### src/rtl/core/npgs_pkg.sv
// Shared types for the nearest previous greater/smaller block.
`timescale 1ns / 1ps
package npgs_pkg;

   // Compare mode register codes
   typedef enum logic {
      MODE_GREATER = 1'b0,
      MODE_SMALLER = 1'b1
   } cmp_mode_type;

endpackage

### src/rtl/core/npgs_cmp.sv
// Shared signed compare unit: flags a stack top that fails the test.
`timescale 1ns / 1ps
module npgs_cmp
   import npgs_pkg::*;
#(
   parameter int VALUE_WIDTH = 32
) (
   input  cmp_mode_type           mode,
   input  logic [VALUE_WIDTH-1:0] top_value,
   input  logic [VALUE_WIDTH-1:0] new_value,
   output logic                   pop
);

   logic signed [VALUE_WIDTH-1:0] top_s;
   logic signed [VALUE_WIDTH-1:0] new_s;

   assign top_s = $signed(top_value);
   assign new_s = $signed(new_value);

   // equal values never qualify, so they are popped in both modes
   always_comb begin
      unique case (mode)
         MODE_GREATER: pop = (top_s <= new_s);
         MODE_SMALLER: pop = (top_s >= new_s);
         default:      pop = 1'b0;
      endcase
   end

endmodule
### config.mk
export PLATFORM = sky130hd
export DESIGN_NAME = npgs_cmp
export DESIGN_NICKNAME = d
export VERILOG_FILES = /design/src/rtl/core/npgs_pkg.sv /design/src/rtl/core/npgs_cmp.sv
export SDC_FILE = /design/constraint.sdc
export NUM_CORES = 1
export LEC_CHECK = 0
export CAP_MARGIN = 20
export CORE_AREA = 3 3 41 47
export DETAILED_ROUTE_END_ITERATION = 7
export DIE_AREA = 0 0 44 50
export DONT_BUFFER_PORTS = 1
export GPL_ROUTABILITY_DRIVEN = 0
export PLACE_DENSITY = 0.76
export SYNTH_ARGS = -nofsm -noshare
export SYNTH_HDL_FRONTEND = slang
export SYNTH_SLANG_ARGS = --single-unit
export TNS_END_PERCENT = 20
### constraint.sdc
create_clock -name vclk -period 3.7
set_clock_uncertainty 0.05 [all_clocks]
set_input_delay 0.37 -clock vclk [all_inputs]
set_output_delay 0.37 -clock vclk [all_outputs]
set_load 0.01 [all_outputs]
======== Word level (Yosys, flattened, before mapping) ========
Cells that the tools add are included.
cells by class
  add/subtract/negate cells ............... 0
  $mul .................................... 0
  divide/modulo/power cells ............... 0
  magnitude comparators ................... 2
  eq/ne operators ......................... 0
  shifts and indexed selects .............. 0
  multiplexer cells ....................... 1
  bitwise operators ....................... 1
  reductions and logical operators ........ 0
operators by type and width
  kind                                count
  32-bit >= comparator                1
  32-bit less-or-equal comparator     1
  1-bit case mux with 2 select lines  1
  1-bit NOT                           1
word-level totals
  bits in registers ....................... 0
  latch bits .............................. 0
  memory bits (writable) .................. 0
  memory bits (read-only) ................. 0
  output and inout bits ................... 1
  memories kept ........................... 0

======== Depth between registers and ports, before layout ========
Gate-level depths: netlist of the first run.
  word-level depth ........................ 2
  mapped depth ............................ 8
  depth with buffers taken out ............ 8

======== Least setup slack after synthesis of the first run ========
Ideal clock, no wire load.
  kind .................................... input-to-output
  start ................................... input new_value[14]
  end ..................................... output pop
  data arrival time ....................... 1.730 ns
  data required time ...................... 3.280 ns
  setup slack ............................. 1.550 ns
  stages on the path ...................... 8
  path through ............................ inv_1 ha_1 a21oi_1 nand2_1 a221oi_1 a31oi_1 or3_1 o211ai_1
on the way
  longest elaborated chain between the ends .. 2
  elaborated cells on any way between the ends .. 3
  classes of those cells .................. order compare (2); mux (1)
RTL lines
  what                                                                            line                            source
  start, declared                                                                 npgs_cmp.sv:10                  input logic [VALUE_WIDTH-1:0] new_value,
  32-bit >= comparator / 32-bit less-or-equal comparator (equally long branches)  npgs_cmp.sv:24, npgs_cmp.sv:23
  1-bit case mux with 2 select lines *                                            npgs_cmp.sv:22                  unique case (mode)
  end, declared                                                                   npgs_cmp.sv:11                  output logic pop
Mark *: on every way between the ends. The rest lies on a longest branch, timed or not.

======== Worst setup path in the final report of the first run ========
Ends and elaborated chain as after synthesis.

==> results.json, run 1 <==
{
  "status": "complete, no violations",
  "drtIter0Drc": 5,
  "cap_violations": 0,
  "antenna_found_initial": 0,
  "hold_depth": 3,
  "fin_crit_sh_pct": 62.0,
  "cts_setup_buffers": 0,
  "utilization_pct": 54.9,
  "max_freq_mhz": 436,
  "grt_setup_unrepaired": "no",
  "ctsHoldBuffers": 0,
  "fin_tns_setup_ns": 0,
  "yosysMostFrequentCell": "inv_1",
  "ant_nets": 0,
  "seq_cells": 0,
  "dpl.hpwl_um": 1650,
  "hp-class": "in2out",
  "syn_avg_cell_area_um2": 7.04,
  "nNetsFinal": 216,
  "worstMarginPinSlew_ns": 0.333,
  "grt_max_degree": 5,
  "route.detailed.drc": 0,
  "placed_cells": 134,
  "synth.largest_area_cell": "ha_1",
  "period_minus_slack_ns": 2.30,
  "setup_viol": 0,
  "nClkBuffers": 0,
  "slew_headroom_pct": 77.7,
  "synthCells": 117,
  "synth_warnings": 0,
  "path_class": "in2out",
  "cts_resized": 0,
  "synth.area.top_cells": "ha_1 (49%), inv_1 (15%), a21oi_1 (8.5%)",
  "vias_per_cell": 6.01,
  "cp_data_arrival_time_ns": 1.88,
  "dieArea_um2": 2200,
  "design_area_um2": 845,
  "initial_core_util_pct": 53.5,
  "min_to": "pop",
  "leakagePower_uw": 0.000510,
  "diodes": 0,
  "synth_top_area_share_pct": 48.6,
  "fp.dieH_um": 50,
  "coreArea_um2": 1540,
  "track_usage_pct": 13.8,
  "fin_total_pwr_uw": 80.4,
  "die_w_um": 44,
  "grt_pass1_wl_um": 2530,
  "cp-start-kind": "primary input",
  "grt_overflow_total": 0,
  "rows": 15,
  "wl_um": 1680,
  "grt_pass1_vias": 742,
  "yosysUniqueCellTypes": 19,
  "power-per-cell-area_nw_per_um2": 95.2,
  "netlist_area_um2": 823,
  "stdcell_count": 134,
  "endpoint_kind": "output pin",
  "worstPathRequired_ns": 3.28,
  "portBuffers": 0,
  "yosysSeqAreaShare_pct": 0,
  "drive_gt1_share_pct": 0.855,
  "route.vias.total": 805,
  "syn2layout_area_growth_pct": 2.58,
  "synth.net_count": 214,
  "wl_per_cell_um": 12.6,
  "placed_cell_area_um2": 845,
  "first_pass_iters": 4,
  "vdd_drop_max_mv": 0.0431,
  "seq_area_um2": 0,
  "io-pin-count": 66,
  "min_from": "mode",
  "critical_path.max_fanout": 3,
  "fillCellCount": 150,
  "hold_violations": 0,
  "drv_slew": 0,
  "ys_top_cells_by_count": "inv_1 (33), ha_1 (32), a21oi_1 (14)"
}
## how the worst max path moves through the flow
stage                        from   to  depth (start not counted)
CTS                 new_value[14]  pop                          8
detailed placement  new_value[14]  pop                          8
global route         new_value[7]  pop                          8
floorplan           new_value[14]  pop                          8
global placement     new_value[7]  pop                          8
finish              new_value[14]  pop                          8
## worst max-delay path, stage by stage
cell and delay [ns]:
inv_1 0.02, ha_1 0.30, a21oi_1 0.15, nand2_1 0.06, a221oi_1 0.30, a31oi_1 0.14, or3_1 0.36, o211ai_1 0.17
## layout make-up
type               instances  area [um2]  share of cell area (%)
multi-input cells         84         699                    82.8
inverters                 33         124                    14.7
well taps                 17        21.3                    2.52
## cell families after synthesis
family,count (synthesis),share of synthesized area (%)
adder cells (fa/ha/maj),32,48.6
AO/OA/AOI/OAI,28,19.9
AND/OR/NAND/NOR,23,15.3
XOR/XNOR,1,1.06
buffers and inverters,33,15.0
## per-stage QoR
step                setup slack (ns)  hold WS (ns)
floorplan                       1.55         0.926
global placement                1.44         0.962
detailed placement              1.42         0.971
CTS                             1.42         0.974
global route                    1.30          1.01
finish                          1.40         0.975
## cells in the final DEF, fill, tap and decap left out
master,count
a31oi_1,1
or3_1,1
or4_1,2
inv_1,33
o21ai_0,6
a221oi_1,1
nand2_1,7
nand3_1,1
xnor2_1,1
or2b_2,1
nor2b_1,1
nand4_1,8
ha_1,32
nor2_1,1
o211ai_1,3
nor3_1,1
a21o_1,2
a21oi_1,14
a2111o_1,1
## power by group
part           leakage [uW]  internal (uW)  switching [uW]
clock network             0              0               0
registers                 0              0               0
logic              0.000510           37.7            42.6
total              0.000510           37.7            42.6
## layer usage
metal  wire (um)  part of all wire [%]  track usage [%]
met1         630                    37             14.6
met4           3                  0.18                0
met5           0                     0                0
met2         950                    56             29.1
met3          98                   5.8             1.09
Power figures use the tool's default switching activity.
==> inputs of run 2 (changes only) <==
--- a/config.mk
+++ b/config.mk
@@ -5,13 +5,14 @@
 export SDC_FILE = /design/constraint.sdc
 export NUM_CORES = 1
 export LEC_CHECK = 0
+export ABC_AREA = 1
 export CAP_MARGIN = 20
-export CORE_AREA = 3 3 41 47
+export CORE_AREA = 3 3 43 49
 export DETAILED_ROUTE_END_ITERATION = 7
-export DIE_AREA = 0 0 44 50
+export DIE_AREA = 0 0 46 52
 export DONT_BUFFER_PORTS = 1
 export GPL_ROUTABILITY_DRIVEN = 0
-export PLACE_DENSITY = 0.76
+export PLACE_DENSITY = 0.75
 export SYNTH_ARGS = -nofsm -noshare
 export SYNTH_HDL_FRONTEND = slang
 export SYNTH_SLANG_ARGS = --single-unit
==> constraint.sdc (replaced) <==
create_clock -name vclk -period 2.4
set_clock_uncertainty 0.05 [all_clocks]
set_input_delay 0.24 -clock vclk [all_inputs]
set_output_delay 0.24 -clock vclk [all_outputs]
set_load 0.01 [all_outputs]
==> run 2 against run 1 <==
Against the previous run:
- cell area up 8.4%
- cell count up 25%
- count of clock-buffer cells in the layout is the same
- critical endpoint unchanged
- highest routed layer is now met3
==> results.json, run 2 <==
{
  "status": "complete, no violations",
  "coreArea_um2": 1720,
  "route.vias.total": 833,
  "diodes": 0,
  "portBuffers": 0,
  "fillCellCount": 204,
  "grt_max_degree": 4,
  "final_common_cell": "inv_1",
  "leakagePower_uw": 0.000619,
  "path_class": "in2out",
  "synth_warnings": 0,
  "p_int_uw": 60.0,
  "cts_setup_buffers": 0,
  "multiInputGateArea_um2": 739,
  "drv_slew": 0,
  "grt_setup_unrepaired": "no",
  "wl_um": 1610,
  "route.detailed.drc": 0,
  "cap_violations": 0,
  "hold_violations": 0,
  "worstPathRequired_ns": 2.11,
  "yosysMostFrequentCell": "inv_1",
  "first_pass_iters": 4,
  "nClkBuffers": 0,
  "drtIter0Drc": 6,
  "clkPwrFrac_pct": 0,
  "initial_core_util_pct": 51.9,
  "grt_pass1_vias": 780,
  "syn_avg_cell_area_um2": 6.00,
  "power-per-cell-area_nw_per_um2": 146,
  "endpoint_kind": "output pin",
  "fin_tns_setup_ns": 0,
  "hp-class": "in2out",
  "syn2layout_area_growth_pct": 2.52,
  "yosysSeqAreaShare_pct": 0,
  "worstMarginPinSlew_ns": 0.190,
  "power_frac_comb_pct": 100.0,
  "critical_path.max_fanout": 3,
  "final_cell_mix": "inv_1 (40), nand2_1 (39), ha_1 (32)",
  "io-pin-count": 66,
  "dieArea_um2": 2390,
  "fin_crit_sh_pct": 67.3,
  "netlist_area_um2": 893,
  "critical_path.max_stage_delay_ns": 0.33,
  "crit_path_frequent_cell": "nand2_1",
  "sequentialPowerShare_pct": 0,
  "track_usage_pct": 13.3,
  "synth.largest_area_cell": "ha_1",
  "synth.area.top_cells": "ha_1 (45%), inv_1 (17%), nand2_1 (16%)",
  "synth_top_area_share_pct": 44.8,
  "ant_nets": 0,
  "p_sw_uw": 73.7,
  "cp-start-kind": "primary input",
  "ys_top_cells_by_count": "inv_1 (40), nand2_1 (39), ha_1 (32)",
  "crit_chain": "inv_1 -> ha_1 -> nand2_2 -> nor2_2 -> nand2_2 -> nor2_2 -> nand2_1 -> nand2_1 -> nand2_1 -> nand2_1 -> nand2_1",
  "seq_cells": 0,
  "seq_area_um2": 0,
  "cts_resized": 0,
  "nNetsFinal": 248,
  "period_minus_slack_ns": 1.62,
  "cp_data_arrival_time_ns": 1.33,
  "crit_slowest_cell": "ha_1",
  "fin_total_pwr_uw": 134,
  "drive_gt1_share_pct": 3.36,
  "die_w_um": 46,
  "slew_headroom_pct": 87.3,
  "vias_per_cell": 4.99,
  "netSwitchingFraction_pct": 55.1,
  "grt_pass1_wl_um": 2590,
  "yosysUniqueCellTypes": 15,
  "setup_viol": 0,
  "dpl.hpwl_um": 1630,
  "rows": 16,
  "wl_per_cell_um": 9.61,
  "synth.net_count": 246,
  "antenna_found_initial": 0,
  "max_freq_mhz": 619,
  "synthCells": 149,
  "ctsHoldBuffers": 0,
  "fp.dieH_um": 52,
  "grt_overflow_total": 0,
  "vdd_drop_max_mv": 0.0650
}
-- run 2: cell families (layout without fill, tap and decap cells) --
| logic type | after synthesis | after routing | synth area share [%] |
|---|---|---|---|
| adder cells (fa/ha/maj) | 32 | 32 | 44.8 |
| XOR/XNOR | 1 | 1 | 0.981 |
| AND/OR/NAND/NOR | 58 | 58 | 26.5 |
| buffers and inverters | 41 | 41 | 17.2 |
| AO/OA/AOI/OAI | 17 | 17 | 10.5 |
-- run 2: worst paths after layout --
| path | from | to | slack, ns | cells past startpoint |
|---|---|---|---|---|
| worst max-delay path | new_value[31] | pop | 0.78 | 11 |
| worst min-delay path | mode | pop | 0.72 | 5 |
-- run 2: power groups by stage --
stage	clock [uW]	sequential, uW	combinational [uW]
6_report	0	0	134
5_1_grt	0	0	164
4_1_cts	0	0	137
3_5_place_dp	0	0	136
3_3_place_gp	0	0	130
2_1_floorplan	0	0	114
-- run 2: stage by stage --
step / hold slack, ns / std cells / setup slack [ns] / utilization, % / instance area [um2]
detailed placement: 0.725 / 167 / 0.776 / 53.2 / 916
finish: 0.725 / 167 / 0.784 / 53.2 / 916
global route: 0.764 / 167 / 0.615 / 53.2 / 916
global placement: 0.727 / 167 / 0.802 / 53.2 / 916
floorplan: 0.686 / 149 / 0.883 / - / 893
CTS: 0.726 / 167 / 0.776 / 53.2 / 916
-- run 2: metal layers --
layer,GRT usage (%),part of all wire (%),vias to the layer above,wire [um]
met5,0,0,-,0
met2,28.7,57,32,908
met3,0.692,4.9,0,79
li1,-,-,463,-
met4,0,0,0,0
met1,13.9,38,338,617
-- run 2: final cells by class --
class | instances | share of cell area, %
inverter | 41 | 16.8
multi-input combinational | 108 | 80.7
tap | 18 | 2.46
-- run 2: worst max-delay path, delay by kind of cell --
family | cells | cell delay (ns)
buf+inv | 1 | 0.02
simple gates | 9 | 0.72
fa+ha+maj | 1 | 0.33
